[config.mk]
export PLATFORM = sky130hd
export DESIGN_NAME = tty_line_discipline_top
export DESIGN_NICKNAME = d
export VERILOG_FILES = /design/src/sv/tty_ld_pkg.sv /design/src/sv/tty_ram.sv /design/src/sv/tty_line_discipline_top.sv
export SDC_FILE = /design/constraint.sdc
export NUM_CORES = 1
export LEC_CHECK = 0
export BUFFER_PORTS_ARGS = -buffer_cell sky130_fd_sc_hd__buf_2
export CELL_PAD_IN_SITES_DETAIL_PLACEMENT = 0
export CELL_PAD_IN_SITES_GLOBAL_PLACEMENT = 2
export CORE_AREA = 2 2 152 229
export CTS_BUF_LIST = sky130_fd_sc_hd__clkbuf_16
export DETAILED_ROUTE_END_ITERATION = 6
export DIE_AREA = 0 0 154 231
export PLACE_DENSITY = 0.8
export SETUP_SLACK_MARGIN = 0.1
export SLEW_MARGIN = 20
export SYNTH_ARGS = -nofsm -noshare
export SYNTH_HDL_FRONTEND = slang
export SYNTH_SLANG_ARGS = --single-unit
[constraint.sdc]
create_clock -name clk -period 4.8 [get_ports clk]
set_input_delay 0.24 -clock clk [delete_from_list [all_inputs] [get_ports clk]]
set_output_delay 0.24 -clock clk [all_outputs]
set_load 0.03 [all_outputs]
[src/sv/tty_ld_pkg.sv]
// ----------------------------------------------------------------------------
// tty_ld_pkg
// Shared codes, character constants and types for the TTY line discipline.
// ----------------------------------------------------------------------------
package tty_ld_pkg;

  localparam logic [1:0] FUNC_BYTE = 2'd0;
  localparam logic [1:0] FUNC_SIG  = 2'd1;
  localparam logic [1:0] FUNC_NONE = 2'd2;

  localparam logic [1:0] KIND_ECHO = 2'd0;
  localparam logic [1:0] KIND_DATA = 2'd1;
  localparam logic [1:0] KIND_CMP  = 2'd2;

  localparam logic [2:0] ST_DONE = 3'd0;
  localparam logic [2:0] ST_EOF  = 3'd1;
  localparam logic [2:0] ST_SIG  = 3'd2;
  localparam logic [2:0] ST_INTR = 3'd3;
  localparam logic [2:0] ST_QUIT = 3'd4;

  localparam logic [2:0] REG_MODE      = 3'd0;
  localparam logic [2:0] REG_INTR_CHAR = 3'd1;
  localparam logic [2:0] REG_QUIT_CHAR = 3'd2;
  localparam logic [2:0] REG_ERASE     = 3'd3;
  localparam logic [2:0] REG_KILL      = 3'd4;
  localparam logic [2:0] REG_EOF       = 3'd5;
  localparam logic [2:0] REG_MIN       = 3'd6;
  localparam logic [2:0] REG_READ_SIZE = 3'd7;

  localparam int MB_ICRNL  = 0;
  localparam int MB_IGNCR  = 1;
  localparam int MB_INLCR  = 2;
  localparam int MB_ISIG   = 3;
  localparam int MB_ICANON = 4;
  localparam int MB_ECHO   = 5;

  localparam logic [5:0] MODE_RST      = 6'd57;
  localparam logic [7:0] INTR_RST      = 8'd3;
  localparam logic [7:0] QUIT_RST      = 8'd28;
  localparam logic [7:0] ERASE_RST     = 8'd127;
  localparam logic [7:0] KILL_RST      = 8'd21;
  localparam logic [7:0] EOF_RST       = 8'd4;
  localparam logic [4:0] MIN_RST       = 5'd1;
  localparam logic [4:0] READ_SIZE_RST = 5'd16;

  localparam logic [7:0] CH_CR = 8'h0D;
  localparam logic [7:0] CH_NL = 8'h0A;
  localparam logic [7:0] CH_BS = 8'h08;
  localparam logic [7:0] CH_SP = 8'h20;

  typedef enum logic [1:0] {
    ECHO_CHAR  = 2'd0,
    ECHO_RUB   = 2'd1,
    ECHO_CRNL  = 2'd2
  } echo_kind_t;

  typedef enum logic [5:0] {
    S_IDLE = 6'b000001,
    S_DEC  = 6'b000010,
    S_ECHO = 6'b000100,
    S_RD   = 6'b001000,
    S_DATA = 6'b010000,
    S_CMP  = 6'b100000
  } state_t;

endpackage

[src/sv/tty_ram.sv]
// ----------------------------------------------------------------------------
// tty_ram
// Generic single-write, single-read synchronous RAM with registered read data.
// ----------------------------------------------------------------------------
module tty_ram #(
  parameter int WIDTH = 8,
  parameter int DEPTH = 16
) (
  input  logic                                   clk,
  input  logic                                   we,
  input  logic [(DEPTH > 1 ? $clog2(DEPTH) : 1)-1:0] waddr,
  input  logic [WIDTH-1:0]                       wdata,
  input  logic [(DEPTH > 1 ? $clog2(DEPTH) : 1)-1:0] raddr,
  output logic [WIDTH-1:0]                       rdata
);

  logic [WIDTH-1:0] mem [DEPTH];

  always_ff @(posedge clk) begin
    if (we) begin
      mem[waddr] <= wdata;
    end
    rdata <= mem[raddr];
  end

endmodule

[src/sv/tty_line_discipline_top.sv]
// ----------------------------------------------------------------------------
// tty_line_discipline_top
// Canonical and raw serial line discipline: gathers received bytes in a line
// RAM, echoes them, and delivers the line followed by a completion beat.
// ----------------------------------------------------------------------------
// An input beat is taken only while the sequencer is idle and is decoded in the
// next cycle. The first result is loaded into the output register from the echo
// or completion state that follows decode; a data beat is loaded from the data
// state after a line RAM read state. Each data beat needs its own line RAM read,
// and any beat can be held by an output stall.
// Reset restores the register defaults and empties the line; the RAM is not cleared.
module tty_line_discipline_top #(
  parameter int LINE_MAX = 16
) (
  input  logic       clk,
  input  logic       rst,
  input  logic       cfg_we,
  input  logic [2:0] cfg_index,
  input  logic [7:0] cfg_data,
  input  logic       in_valid,
  output logic       in_ready,
  input  logic [1:0] func,
  input  logic [7:0] rx_byte,
  output logic       out_valid,
  input  logic       out_ready,
  output logic [1:0] item_kind,
  output logic [7:0] byte_value,
  output logic [2:0] read_status,
  output logic [4:0] byte_count,
  output logic       last
);

  import tty_ld_pkg::*;

  localparam int         AW = (LINE_MAX > 1) ? $clog2(LINE_MAX) : 1;
  localparam logic [4:0] LW = 5'(LINE_MAX);

  logic [5:0] mode_bits;
  logic [7:0] interrupt_char, quit_char, erase_char, kill_char, eof_char;
  logic [4:0] min_count, read_size;

  state_t     state, state_next;
  logic [4:0] fill_count;
  logic [1:0] item_func;
  logic [7:0] item_byte;
  echo_kind_t e_kind;
  logic [5:0] e_cnt;
  logic [1:0] e_ph;
  logic [7:0] echo_byte;
  logic       comp_pend;
  logic [2:0] c_status;
  logic [4:0] c_n;
  logic [4:0] idx;

  logic [7:0] rd_data;
  logic       slot_free;
  logic       load;
  logic [1:0] ld_kind;
  logic [7:0] ld_byte;
  logic [2:0] ld_status;
  logic [4:0] ld_count;
  logic       ld_last;

  echo_kind_t d_kind;
  logic [5:0] d_cnt;
  logic       d_comp;
  logic [2:0] d_status;
  logic [4:0] d_n;
  logic [4:0] d_fill;
  logic       d_we;
  logic [7:0] d_wdata;
  logic [7:0] ch;
  logic       skip;
  logic [4:0] size;
  logic [4:0] fill;
  logic [4:0] fill_inc;
  logic       isig, echo_on;

  always_ff @(posedge clk) begin
    if (rst) begin
      mode_bits      <= MODE_RST;
      interrupt_char <= INTR_RST;
      quit_char      <= QUIT_RST;
      erase_char     <= ERASE_RST;
      kill_char      <= KILL_RST;
      eof_char       <= EOF_RST;
      min_count      <= MIN_RST;
      read_size      <= READ_SIZE_RST;
    end else if (cfg_we) begin
      unique case (cfg_index)
        REG_MODE:      mode_bits      <= cfg_data[5:0];
        REG_INTR_CHAR: interrupt_char <= cfg_data;
        REG_QUIT_CHAR: quit_char      <= cfg_data;
        REG_ERASE:     erase_char     <= cfg_data;
        REG_KILL:      kill_char      <= cfg_data;
        REG_EOF:       eof_char       <= cfg_data;
        REG_MIN:       min_count      <= cfg_data[4:0];
        REG_READ_SIZE: read_size      <= cfg_data[4:0];
        default: ;
      endcase
    end
  end

  tty_ram #(.WIDTH(8), .DEPTH(LINE_MAX)) u_line_ram (
    .clk   (clk),
    .we    (d_we && state == S_DEC),
    .waddr (fill[AW-1:0]),
    .wdata (d_wdata),
    .raddr (idx[AW-1:0]),
    .rdata (rd_data)
  );

  assign in_ready = (state == S_IDLE);

  always_comb begin
    isig    = mode_bits[MB_ISIG];
    echo_on = mode_bits[MB_ECHO];
    size    = (read_size == 5'd0) ? 5'd1 : ((read_size > LW) ? LW : read_size);
    fill    = (fill_count > size) ? size : fill_count;
    fill_inc = fill + 5'd1;
    skip    = 1'b0;
    ch      = item_byte;
    if (mode_bits[MB_ICANON]) begin
      if (item_byte == CH_CR) begin
        if (mode_bits[MB_IGNCR]) begin
          skip = 1'b1;
        end else if (mode_bits[MB_ICRNL]) begin
          ch = CH_NL;
        end
      end else if (item_byte == CH_NL && mode_bits[MB_INLCR]) begin
        ch = CH_CR;
      end
    end
    d_kind   = ECHO_CHAR;
    d_cnt    = 6'd0;
    d_comp   = 1'b0;
    d_status = ST_DONE;
    d_n      = 5'd0;
    d_fill   = fill;
    d_we     = 1'b0;
    d_wdata  = ch;
    if (!mode_bits[MB_ICANON]) begin
      case (item_func)
        FUNC_BYTE: begin
          if (isig && ch == interrupt_char) begin
            d_comp = 1'b1; d_status = ST_INTR; d_fill = 5'd0;
          end else if (isig && ch == quit_char) begin
            d_comp = 1'b1; d_status = ST_QUIT; d_fill = 5'd0;
          end else begin
            d_we   = (fill < LW);
            d_fill = fill_inc;
            d_cnt  = echo_on ? 6'd1 : 6'd0;
            if (fill_inc >= size || (min_count != 5'd0 && fill_inc >= min_count)) begin
              d_comp = 1'b1;
              d_n    = (fill_inc > LW) ? LW : fill_inc;
              d_fill = 5'd0;
            end
          end
        end
        FUNC_SIG: begin
          if (min_count != 5'd0) begin
            d_comp   = 1'b1;
            d_status = (fill != 5'd0) ? ST_DONE : ST_SIG;
            d_n      = fill;
            d_fill   = 5'd0;
          end
        end
        FUNC_NONE: begin
          if (min_count == 5'd0) begin
            d_comp = 1'b1; d_n = fill; d_fill = 5'd0;
          end
        end
        default: ;
      endcase
    end else if (item_func == FUNC_SIG) begin
      d_comp = 1'b1; d_status = ST_SIG; d_fill = 5'd0;
    end else if (item_func == FUNC_BYTE) begin
      if (skip) begin
        d_fill = fill;
      end else if (isig && ch == interrupt_char) begin
        d_comp = 1'b1; d_status = ST_INTR; d_fill = 5'd0;
      end else if (isig && ch == quit_char) begin
        d_comp = 1'b1; d_status = ST_QUIT; d_fill = 5'd0;
      end else if (ch == eof_char) begin
        d_comp   = 1'b1;
        d_status = (fill == 5'd0) ? ST_EOF : ST_DONE;
        d_n      = fill;
        d_fill   = 5'd0;
      end else if (ch == erase_char || ch == CH_BS) begin
        if (fill != 5'd0) begin
          d_fill = fill - 5'd1;
          d_kind = ECHO_RUB;
          d_cnt  = echo_on ? 6'd3 : 6'd0;
        end
      end else if (ch == kill_char) begin
        d_fill = 5'd0;
        d_kind = ECHO_RUB;
        d_cnt  = echo_on ? 6'(3 * fill) : 6'd0;
      end else if (ch == CH_NL) begin
        d_kind = ECHO_CRNL;
        d_cnt  = echo_on ? 6'd2 : 6'd0;
        d_comp = 1'b1;
        d_fill = 5'd0;
        if (fill < size) begin
          d_we = 1'b1;
          d_n  = fill_inc;
        end else begin
          d_n  = fill;
        end
      end else if (fill < size) begin
        d_we   = 1'b1;
        d_fill = fill_inc;
        d_cnt  = echo_on ? 6'd1 : 6'd0;
        if (fill_inc >= size) begin
          d_comp = 1'b1; d_n = fill_inc; d_fill = 5'd0;
        end
      end else begin
        d_comp = 1'b1; d_n = fill; d_fill = 5'd0;
      end
    end
  end

  assign slot_free = !out_valid || out_ready;

  always_comb begin
    state_next = state;
    load       = 1'b0;
    ld_kind    = KIND_ECHO;
    ld_byte    = 8'd0;
    ld_status  = ST_DONE;
    ld_count   = 5'd0;
    ld_last    = 1'b0;
    unique case (state)
      S_IDLE: begin
        if (in_valid) begin
          state_next = S_DEC;
        end
      end
      S_DEC: begin
        if (d_cnt != 6'd0) begin
          state_next = S_ECHO;
        end else if (d_comp) begin
          state_next = (d_n != 5'd0) ? S_RD : S_CMP;
        end else begin
          state_next = S_IDLE;
        end
      end
      S_ECHO: begin
        if (slot_free) begin
          load    = 1'b1;
          ld_kind = KIND_ECHO;
          case (e_kind)
            ECHO_RUB:  ld_byte = (e_ph == 2'd1) ? CH_SP : CH_BS;
            ECHO_CRNL: ld_byte = (e_ph == 2'd0) ? CH_CR : CH_NL;
            default:   ld_byte = echo_byte;
          endcase
          ld_last = (e_cnt == 6'd1) && !comp_pend;
          if (e_cnt == 6'd1) begin
            if (comp_pend) begin
              state_next = (c_n != 5'd0) ? S_RD : S_CMP;
            end else begin
              state_next = S_IDLE;
            end
          end
        end
      end
      S_RD: begin
        state_next = S_DATA;
      end
      S_DATA: begin
        if (slot_free) begin
          load       = 1'b1;
          ld_kind    = KIND_DATA;
          ld_byte    = rd_data;
          state_next = (idx + 5'd1 == c_n) ? S_CMP : S_RD;
        end
      end
      S_CMP: begin
        if (slot_free) begin
          load       = 1'b1;
          ld_kind    = KIND_CMP;
          ld_status  = c_status;
          ld_count   = c_n;
          ld_last    = 1'b1;
          state_next = S_IDLE;
        end
      end
      default: state_next = S_IDLE;
    endcase
  end

  always_ff @(posedge clk) begin
    if (rst) begin
      state      <= S_IDLE;
      fill_count <= 5'd0;
      out_valid  <= 1'b0;
      e_cnt      <= 6'd0;
      comp_pend  <= 1'b0;
      idx        <= 5'd0;
    end else begin
      state <= state_next;
      if (load) begin
        out_valid <= 1'b1;
      end else if (out_ready) begin
        out_valid <= 1'b0;
      end
      if (state == S_DEC) begin
        fill_count <= d_fill;
        e_cnt      <= d_cnt;
        comp_pend  <= d_comp;
        idx        <= 5'd0;
      end
      if (state == S_ECHO && load) begin
        e_cnt <= e_cnt - 6'd1;
      end
      if (state == S_DATA && load) begin
        idx <= idx + 5'd1;
      end
    end
  end

  always_ff @(posedge clk) begin
    if (state == S_IDLE && in_valid) begin
      item_func <= func;
      item_byte <= rx_byte;
    end
    if (state == S_DEC) begin
      e_kind    <= d_kind;
      e_ph      <= 2'd0;
      echo_byte <= ch;
      c_status  <= d_status;
      c_n       <= d_n;
    end
    if (state == S_ECHO && load) begin
      e_ph <= (e_ph == 2'd2) ? 2'd0 : e_ph + 2'd1;
    end
    if (load) begin
      item_kind   <= ld_kind;
      byte_value  <= ld_byte;
      read_status <= ld_status;
      byte_count  <= ld_count;
      last        <= ld_last;
    end
  end

endmodule

==> results of run 1 <==
==> critical path, delay by kind of cell (launching register included) <==
| kind | cells | cell delay [ns] |
|---|---|---|
| flip-flops | 1 | 0.34 |
| AND/OR/NAND/NOR | 8 | 1.22 |
| XOR/XNOR | 1 | 0.17 |
| buffers and inverters | 3 | 0.39 |
| AO/OA/AOI/OAI | 5 | 1.22 |
| adder cells (fa/ha/maj) | 3 | 0.86 |
==> Yosys cell counts (6+ instances only) <==
library cell | instances | area (sq um)
a211o_1 | 13 | 114
a21oi_1 | 67 | 335
a31oi_1 | 10 | 62.6
a41oi_1 | 6 | 52.6
and2_1 | 16 | 100
and3_1 | 24 | 150
buf_2 | 6 | 30.0
clkbuf_1 | 50 | 188
dfxtp_1 | 88 | 1760
edfxtp_1 | 177 | 5320
ha_1 | 41 | 513
inv_1 | 46 | 173
mux2i_1 | 16 | 160
mux4_2 | 40 | 901
nand2_1 | 117 | 439
nand2b_1 | 12 | 75.1
nand3_1 | 25 | 125
nand3b_1 | 15 | 113
nand4_1 | 12 | 75.1
nor2_1 | 81 | 304
nor2b_1 | 14 | 87.6
nor3_1 | 19 | 95.1
nor3b_1 | 7 | 52.6
nor4_1 | 12 | 75.1
o21ai_0 | 23 | 115
o221ai_1 | 7 | 61.3
or3_1 | 9 | 56.3
or4_1 | 6 | 45.0
xnor2_1 | 23 | 201
xor2_1 | 19 | 166
==> per-stage QoR <==
step                      utilization  worst slack [ns]
after floorplan                     -             0.303
after global placement          0.411             0.270
after detailed placement        0.411             0.218
after CTS                       0.442             0.185
after global routing            0.444             0.135
final                           0.444             0.456
==> layout make-up <==
class | count | area, sq um
clock inverter | 23 | 246
inverter | 46 | 173
fill | 3106 | 18800
sequential | 265 | 7080
timing repair buffer | 113 | 766
clock buffer | 27 | 676
tap | 425 | 532
multi-input combinational | 734 | 5500
==> how the worst max path moves through the flow <==
stage	endpoint	slack (ns)	cells after the start
3_3_place_gp	state[3]	0.27	20
2_1_floorplan	state[3]	0.30	20
3_5_place_dp	state[3]	0.22	20
4_1_cts	state[3]	0.18	20
6_report	state[3]	0.46	20
5_1_grt	state[3]	0.13	23
==> cell usage in the layout, fill, tap and decap left out, types with 22 or more instances in the layout <==
cell,count
dfxtp_1,87
and3_1,24
nor2_1,81
edfxtp_1,177
buf_4,54
xnor2_1,23
nand3_1,23
a21oi_1,65
inv_1,45
buf_2,46
ha_1,40
mux4_2,40
nand2_1,113
clkbuf_16,27
o21ai_0,22
==> registers in the layout (all words and copies together) (netlist names), 3 cells and up <==
register,flops
read_size,5
idx,5
item_byte,8
echo_byte,8
u_line_ram.rdata,8
u_line_ram.mem,128
kill_char,8
c_n,5
eof_char,8
c_status,3
mode_bits,6
state,6
interrupt_char,8
erase_char,8
fill_count,5
read_status,3
quit_char,8
byte_count,5
byte_value,8
e_cnt,6
min_count,5
==> power by group through the flow <==
| stage | combinational [mW] | sequential, mW | clock [mW] |
|---|---|---|---|
| finish | 0.445 | 2.50 | 2.19 |
| global route | 0.486 | 2.50 | 2.32 |
| CTS | 0.441 | 2.50 | 2.24 |
| detailed placement | 0.431 | 2.55 | 0 |
| global placement | 0.433 | 2.55 | 0 |
| floorplan | 0.284 | 2.53 | 0 |
==> metal layers <==
metal / vias up / part of all wire / global-route usage
met5: - / 0 / 0
met4: 0 / 0.042 / 0.0809
met3: 80 / 0.038 / 0.0231
met2: 213 / 0.53 / 0.378
met1: 4396 / 0.39 / 0.217
li1: 4307 / - / -
==> logic make-up (layout without fill, tap and decap cells) <==
family                   count (synthesis)  count (layout)  share of synthesized area
AO/OA/AOI/OAI                          202             202                      0.112
XOR/XNOR                                42              42                     0.0284
adder cells (fa/ha/maj)                 42              42                     0.0411
buffers and inverters                  112             209                     0.0350
flip-flops                             265             265                      0.546
multiplexers                            58              58                     0.0835
AND/OR/NAND/NOR                        390             390                      0.154
==> timing repair <==
action	4_1_cts	5_1_grt
setup endpoints to repair	0	42
endpoints found under the hold margin	20	0
resized for setup	0	14
hold buffers	13	0
==> impl_metrics.csv, run 1 <==
group,metric,value,unit
place,port_buffers,46,
yosys,netlist_area,13000,sq um
timing,skew,0.00770,ns
die,start_util,0.384,
grt,grt_pass1_wl,53.6,mm
yosys,synth_enable_flop_cells,177,
setup_path,crit_chain,"inv_2 > nand2_2 > ha_1 > a21oi_1 > nor2_1 > or3_1 > nand3_2 > ha_1 > buf_4 > nand2_1 > xnor2_1 > inv_1 > ha_1 > a21oi_2 > nand3_2 > a21oi_1 > nor2_1 > a2111oi_2 > nand4_1 > a22o_1",
hold_path,min_to,"interrupt_char[4]",
setup_path,path_class,"flop to flop",
finish,diodes,0,
grt,grt_pass1_vias,9190,
die,num_io_pins,47,
finish,area_growth,15.4,%
pwr,pwr-share-seq,0.487,
yosys,async_flop_share,0,
timing,setup_viol,0,
cts,cts_setup_buffers,0,
timing,max_freq,230,MHz
cts,clk_pin_slew_worst_paths,0.07,ns
finish,layout-drive-gt1-share,0.188,
status,status,"finished clean",
place,dp_hpwl,24.7,mm
setup_path,endpoint_kind,"flop",
finish,final_cells,1633,
setup_path,critical_path.max_stage_delay,0.41,ns
cts,numCtsBuffers,27,
yosys,yosys_most_used_dff,"edfxtp_1",
cts,cts_tree,"done",
timing,final.setup.tns,0,ns
setup_path,reg2reg_to,"state[3]",
die,rows,83,
timing,maxSlewViolCount,0,
drt,drc,0,
drt,routedWlPerCell,21.5,um
timing,period_minus_slack,4.34,ns
flow_run,maxCapViolCount,0,
setup_path,cp_max_fo,5,
finish,layout.nets,1255,
cts,cts_root_buf,"clkbuf_16",
hold_path,hold_start,"cfg_data[4]",
grt,grt_usage,0.197,
hold_path,hp-class,"input port to flop",
setup_path,r2r_start,"read_size[4]",
die,dieArea,35600,sq um
finish,finalInstanceArea,15000,sq um
die,die_y,231,um
place,place_congestion,0.924,
cts,clock_latency,0.56,ns
yosys,yosysSeqAreaShare,0.546,
cts,cts_max_level,1,
cts,clock-sinks,265,
drt,drtIter0Drc,454,
pwr,power_switching,1.25,mW
hold_path,worst_hold_path.num_cells,3,
place,dp_cells,1570,
drt,vias_per_cell,5.51,
grt,grt_max_degree,64,
drt,dr_total_vias,8996,
pwr,p_comb_frac,0.087,
timing,rsz0062_at_grt,"false",
setup_path,reg2reg_slack,0.46,ns
yosys,syn_area_per_cell,11.7,sq um
die,core,33800,sq um
setup_path,critPathLaunchType,"flop",
setup_path,critical_path_arrival,4.80,ns
yosys,synth_warnings,0,
grt,grt-ovfl-total,0,
timing,worst_pin_slew,1.01,ns
yosys,ys_ff_latch,265,
timing,hold_slack,0.0631,ns
grt,antenna_found_initial,0,
place,dpl_cell_area,13900,sq um
setup_path,critical_path.startpoint,"read_size[4]",
setup_path,cp_common_cell,"ha_1",
timing,timing_hold_violations_final,0,
timing,relSlewSlack,0.327,
yosys,syn_inst,1111,
cts,cts_max_path_buffers,3,
setup_path,reg2reg_depth,20,
drt,firstDrtPassIters,7,
drt,ant_nets,0,
setup_path,cp.required,5.26,ns
pwr,p_per_area,343,nW/um^2
pwr,p_leak,5.47,nW
die,dieWidth,154,um
pwr,ir_drop,259,uV
setup_path,slowest_stage,"or3_1",
pwr,switching_share,0.243,
timing,period_share,0.905,
pwr,pwr-share-clk,0.426,
pwr,internal_power,3.89,mW
yosys,synth.distinct_cells,76,
yosys,synth_fp_nets,1179,
pwr,power,5.13,mW
drt,routed_wirelength,35.2,mm
(Power assumes the default switching activity.)
==> inputs of run 2 (changes only) <==
--- a/config.mk
+++ b/config.mk
@@ -12,6 +12,7 @@
 export CTS_BUF_LIST = sky130_fd_sc_hd__clkbuf_16
 export DETAILED_ROUTE_END_ITERATION = 6
 export DIE_AREA = 0 0 154 231
+export MAX_ROUTING_LAYER = met4
 export PLACE_DENSITY = 0.8
 export SETUP_SLACK_MARGIN = 0.1
 export SLEW_MARGIN = 20
==> run 2 against run 1 <==
  * Register-to-register slack got worse by 0.10 ns
  * Flip-flop and latch count did not move
  * Critical path depth fell by 1
  * Largest power group unchanged
  * Routed wire length rose by 0.41%
  * Largest cell class unchanged
  * Power rose by 1.7%
==> impl_metrics.csv, run 2 (same netlist as run 1, synthesis figures left out) <==
group,metric,value,unit
drt,highest_layer,"met4",
drt,dr_total_vias,9061,
grt,antenna_found_initial,0,
drt,firstDrtPassIters,4,
drt,routedWlPerCell,21.6,um
drt,drc,0,
drt,wl_met3,1.26,mm
finish,layout-drive-gt1-share,0.192,
grt,grt_pass1_vias,9188,
timing,max_freq,225,MHz
cts,cts_tree,"done",
die,num_io_pins,47,
timing,rsz0062_at_grt,"true",
setup_path,endpoint_kind,"flop",
die,start_util,0.384,
timing,timing_hold_violations_final,0,
timing,worst_pin_slew,0.943,ns
finish,fillers,3119,
finish,seqCellArea,7080,sq um
timing,period_minus_slack,4.44,ns
pwr,internal_power,3.99,mW
cts,cts_max_path_buffers,3,
cts,cts_max_level,1,
setup_path,path_class,"flop to flop",
die,dieArea,35600,sq um
pwr,switching_share,0.236,
grt,grt_max_degree,64,
pwr,p_leak,5.51,nW
grt,grt-ovfl-total,0,
finish,post-route-util,0.447,
pwr,ir_drop,239,uV
cts,clock-sinks,265,
cts,cts_root_buf,"clkbuf_16",
cts,cts_setup_buffers,0,
die,core,33800,sq um
cts,numCtsBuffers,27,
finish,layout_common_cells,"177 x edfxtp_1, 113 x nand2_1, 87 x dfxtp_1",
timing,relSlewSlack,0.370,
die,rows,83,
die,dieWidth,154,um
setup_path,cp.required,5.23,ns
pwr,pwr-share-seq,0.480,
status,status,"finished clean",
drt,vias_per_cell,5.54,
grt,grt_pass1_wl,54.4,mm
pwr,pwr-share-clk,0.434,
drt,drt-met1-wl,13.7,mm
finish,diodes,0,
finish,layout.nets,1259,
timing,maxSlewViolCount,0,
timing,skew,0.0108,ns
hold_path,hp-class,"input port to flop",
flow_run,maxCapViolCount,0,
place,dp_hpwl,25.3,mm
place,port_buffers,46,
drt,ant_nets,0,
timing,setup_viol,0,
finish,largest_register,"u_line_ram.mem",
pwr,p_comb_frac,0.086,
drt,drtIter0Drc,448,
grt,grt_usage,0.206,
cts,clock_latency,0.56,ns
cts,clk_pin_slew_worst_paths,0.07,ns
timing,hold_slack,0.0496,ns
setup_path,critPathLaunchType,"flop",
setup_path,critical_path_arrival,4.87,ns
die,die_y,231,um
place,place_congestion,0.951,
drt,routed_wirelength,35.3,mm
pwr,p_per_area,346,nW/um^2
finish,largest_reg_flops,128,
finish,layout_commonest_cell,"edfxtp_1",
timing,period_share,0.926,
drt,wl_met2,19.1,mm
finish,area_growth,16.3,%
setup_path,cp_max_fo,8,
pwr,power_switching,1.23,mW
finish,multi_input_area,5550,sq um
-- run 2: area by class of cell --
cell class,instances,share of cell area
flip-flops and latches,265,0.469
multi-input cells,734,0.368
repair buffers,117,0.0528
clock buffers,27,0.0448
well taps,425,0.0353
clock inverters,23,0.0188
inverters,46,0.0114
-- run 2: metal layers --
| metal | track usage | up-vias |
|---|---|---|
| li1 | - | 4312 |
| met1 | 0.228 | 4447 |
| met2 | 0.383 | 226 |
| met3 | 0.0206 | 76 |
| met4 | 0.0707 | 0 |
| met5 | - | - |
-- run 2: critical path, stage by stage (launching register included) --
cell and delay, ns:
dfxtp_1 0.40, inv_2 0.09, ha_1 0.35, a21oi_1 0.25, o221ai_2 0.15, buf_4 0.16, nand3_1 0.09, nand3_1 0.22
ha_4 0.28, buf_4 0.15, fa_1 0.46, nand2_1 0.08, nand2_1 0.05, a21oi_1 0.18, xnor2_1 0.14, nand4bb_1 0.18
nor4bb_1 0.31, o311a_1 0.27, nor3_1 0.06, or4_1 0.46
-- run 2: final timing paths --
path | slack (ns) | from | end | depth (start not counted)
min | 0.05 | cfg_data[4] | interrupt_char[4] | 3
max | 0.36 | read_size[4] | state[0] | 19
min reg2reg | 0.47 | interrupt_char[3] | interrupt_char[3] | 2
max reg2reg | 0.36 | read_size[4] | state[0] | 19
-- run 2: stage by stage --
step	instance area (sq um)	worst slack (ns)	power [mW]	cells	TNS [ns]
after floorplan	13000	0.303	2.82	1111	0
after global placement	13900	-0.101	2.99	1574	-0.101
after detailed placement	13900	-0.145	2.99	1574	-0.145
after CTS	15000	0.0737	5.27	1637	0
after global routing	15100	0.0143	5.41	1637	0
final	15100	0.356	5.22	1637	0
-- run 2: what timing repair did --
| item | CTS | global route |
|---|---|---|
| endpoints found under the setup margin | 5 | 29 |
| hold buffers | 13 | 0 |
| endpoints found under the hold margin | 21 | 0 |
| pin swaps | 0 | 3 |
| resized for setup | 4 | 16 |
-- run 2: power by group through the flow --
| stage | registers (mW) | logic (mW) | clock network (mW) |
|---|---|---|---|
| 2_1_floorplan | 2.53 | 0.284 | 0 |
| 5_1_grt | 2.51 | 0.494 | 2.40 |
| 6_report | 2.51 | 0.450 | 2.27 |
| 4_1_cts | 2.51 | 0.445 | 2.32 |
| 3_3_place_gp | 2.56 | 0.433 | 0 |
| 3_5_place_dp | 2.56 | 0.434 | 0 |
==> inputs of run 3 (changes only) <==
--- a/config.mk
+++ b/config.mk
@@ -8,12 +8,12 @@
 export BUFFER_PORTS_ARGS = -buffer_cell sky130_fd_sc_hd__buf_2
 export CELL_PAD_IN_SITES_DETAIL_PLACEMENT = 0
 export CELL_PAD_IN_SITES_GLOBAL_PLACEMENT = 2
-export CORE_AREA = 2 2 152 229
+export CORE_AREA = 2 2 151 226
 export CTS_BUF_LIST = sky130_fd_sc_hd__clkbuf_16
 export DETAILED_ROUTE_END_ITERATION = 6
-export DIE_AREA = 0 0 154 231
+export DIE_AREA = 0 0 153 228
 export MAX_ROUTING_LAYER = met4
-export PLACE_DENSITY = 0.8
+export PLACE_DENSITY = 0.78
 export SETUP_SLACK_MARGIN = 0.1
 export SLEW_MARGIN = 20
 export SYNTH_ARGS = -nofsm -noshare
==> constraint.sdc (replaced) <==
create_clock -name clk -period 4.5 [get_ports clk]
set_input_delay 0.225 -clock clk [delete_from_list [all_inputs] [get_ports clk]]
set_output_delay 0.225 -clock clk [all_outputs]
set_load 0.03 [all_outputs]
==> run 3 against run 2 <==
  * Clock skew about the same
  * Hold slack got worse by 0.0062 ns
  * Critical path depth increased by 2
  * Register-to-register slack got worse by 0.05 ns
  * Fmax increased by 5.9%
  * Critical endpoint is now state[3]
  * Largest power group unchanged
  * Highest routed layer unchanged
==> impl_metrics.csv, run 3 (same netlist as run 1, synthesis figures left out) <==
group,metric,value,unit
status,status,"finished clean",
pwr,ir_drop,255,uV
die,start_util,0.391,
timing,skew,0.0108,ns
drt,ant_nets,0,
die,dieWidth,153,um
timing,hold_slack,0.0434,ns
setup_path,crit_chain,"clkinv_4 > nand2_2 > ha_4 > nand4_1 > o221ai_4 > nand2_2 > buf_6 > nand2_1 > o21ai_4 > ha_2 > xnor2_2 > buf_4 > ha_1 > a21o_1 > a211oi_2 > o31ai_2 > a41oi_1 > o31ai_1 > a2111oi_2 > nand4_1 > a22o_1",
drt,vias_per_cell,5.47,
drt,firstDrtPassIters,5,
finish,diodes,0,
place,dpl_cell_area,14200,sq um
drt,routed_wirelength,35.1,mm
flow_run,maxCapViolCount,0,
hold_path,hp-class,"input port to flop",
finish,layout_common_cells,"177 x edfxtp_1, 111 x nand2_1, 85 x dfxtp_1",
die,core,33100,sq um
setup_path,r2r_start,"read_size[4]",
setup_path,critPathLaunchType,"flop",
timing,setup_viol,0,
drt,routedWlPerCell,21.3,um
timing,timing_hold_violations_final,0,
finish,largest_reg_flops,128,
finish,largest_register,"u_line_ram.mem",
setup_path,critical_path_arrival,4.64,ns
place,port_buffers,46,
timing,final.setup.tns,0,ns
grt,antenna_found_initial,0,
place,dp_cells,1589,
grt,grt_max_degree,66,
timing,period_minus_slack,4.19,ns
setup_path,endpoint_kind,"flop",
hold_path,hold_start,"cfg_data[4]",
die,dieArea,34900,sq um
timing,period_share,0.932,
cts,cts_tree,"done",
finish,layout_commonest_cell,"edfxtp_1",
finish,final_cells,1651,
setup_path,slowest_stage,"dfxtp_2",
place,place_congestion,0.851,
timing,relSlewSlack,0.364,
setup_path,critical_path.max_stage_delay,0.34,ns
finish,layout.nets,1279,
setup_path,cp.required,4.95,ns
die,num_io_pins,47,
pwr,p_leak,5.67,nW
grt,grt_pass1_vias,9340,
cts,cts_root_buf,"clkbuf_16",
cts,clk_pin_slew_worst_paths,0.07,ns
cts,clock_latency,0.56,ns
timing,rsz0062_at_grt,"false",
setup_path,path_class,"flop to flop",
cts,numCtsBuffers,26,
pwr,p_per_area,342,nW/um^2
timing,max_freq,238,MHz
cts,cts_max_level,1,
finish,area_growth,18.9,%
grt,grt_pass1_wl,54.5,mm
cts,cts_max_path_buffers,3,
setup_path,critical_path.startpoint,"read_size[4]",
cts,clock-sinks,265,
timing,maxSlewViolCount,0,
grt,grt_usage,0.206,
finish,layout-drive-gt1-share,0.220,
drt,drc,0,
timing,worst_pin_slew,0.953,ns
drt,drtIter0Drc,543,
die,die_y,228,um
finish,finalInstanceArea,15400,sq um
setup_path,cp_max_fo,5,
drt,dr_total_vias,9036,
die,rows,82,
finish,post-route-util,0.466,
place,dp_hpwl,25.1,mm
grt,grt-ovfl-total,0,
==> run 3: cell count changes in the layout (fill, tap and decap cells not counted), moves of 3 or more <==
cell and change:
buf_12 +15, buf_4 +4, bufinv_16 -4, ha_1 -5, ha_2 +3
==> run 3: area by class of cell <==
class                           count  area [sq um]
Clock buffer                       26           651
Clock inverter                     22           170
Fill cell                        3021         17700
Inverter                           46           178
Multi-Input combinational cell    734          5680
Sequential cell                   265          7080
Tap cell                          420           526
Timing Repair Buffer              138          1150
==> run 3: worst paths after layout <==
| path | end | slack (ns) | depth (start not counted) |
|---|---|---|---|
| worst max-delay path | state[3] | 0.31 | 21 |
| worst min-delay path | eof_char[4] | 0.04 | 3 |
| worst max register to register | state[3] | 0.31 | 21 |
| worst min register to register | interrupt_char[6] | 0.47 | 2 |
==> run 3: through the flow <==
| stage | setup slack [ns] | power, mW |
|---|---|---|
| finish | 0.305 | 5.28 |
| global route | 0.0758 | 5.49 |
| CTS | 0.113 | 5.32 |
| detailed placement | 0.0269 | 3.19 |
| global placement | 0.0375 | 3.18 |
| floorplan | 0.136 | 3.01 |
==> run 3: power by group <==
group	leakage (nW)	internal, mW	switching, mW
Clock	0.418	1.17	0.939
Combinational	2.91	0.187	0.311
Sequential	2.34	2.64	0.0363
==> run 3: worst max-delay path, delay by kind of cell, from the launching register on <==
family	cells	cell delay (ns)
simple gates	5	0.66
fa+ha+maj	3	0.77
xor+xnor	1	0.15
flops	1	0.34
compound gates	9	1.77
buf+inv	3	0.38
==> run 3: what timing repair did <==
action,CTS,global route
hold buffers,13,0
endpoints found under the setup margin,5,141
endpoints found under the hold margin,22,0
pin swaps,1,12
buffers inserted,0,1
resized for setup,3,47
==> run 3: per-layer routing <==
layer | share of wire | track usage | vias to the layer above | routed length (um)
met5 | 0 | - | - | 0
met4 | 0.037 | 0.0816 | 0 | 1280
met3 | 0.029 | 0.0207 | 62 | 1030
met2 | 0.55 | 0.382 | 180 | 19500
met1 | 0.38 | 0.225 | 4448 | 13300
li1 | - | - | 4346 | -
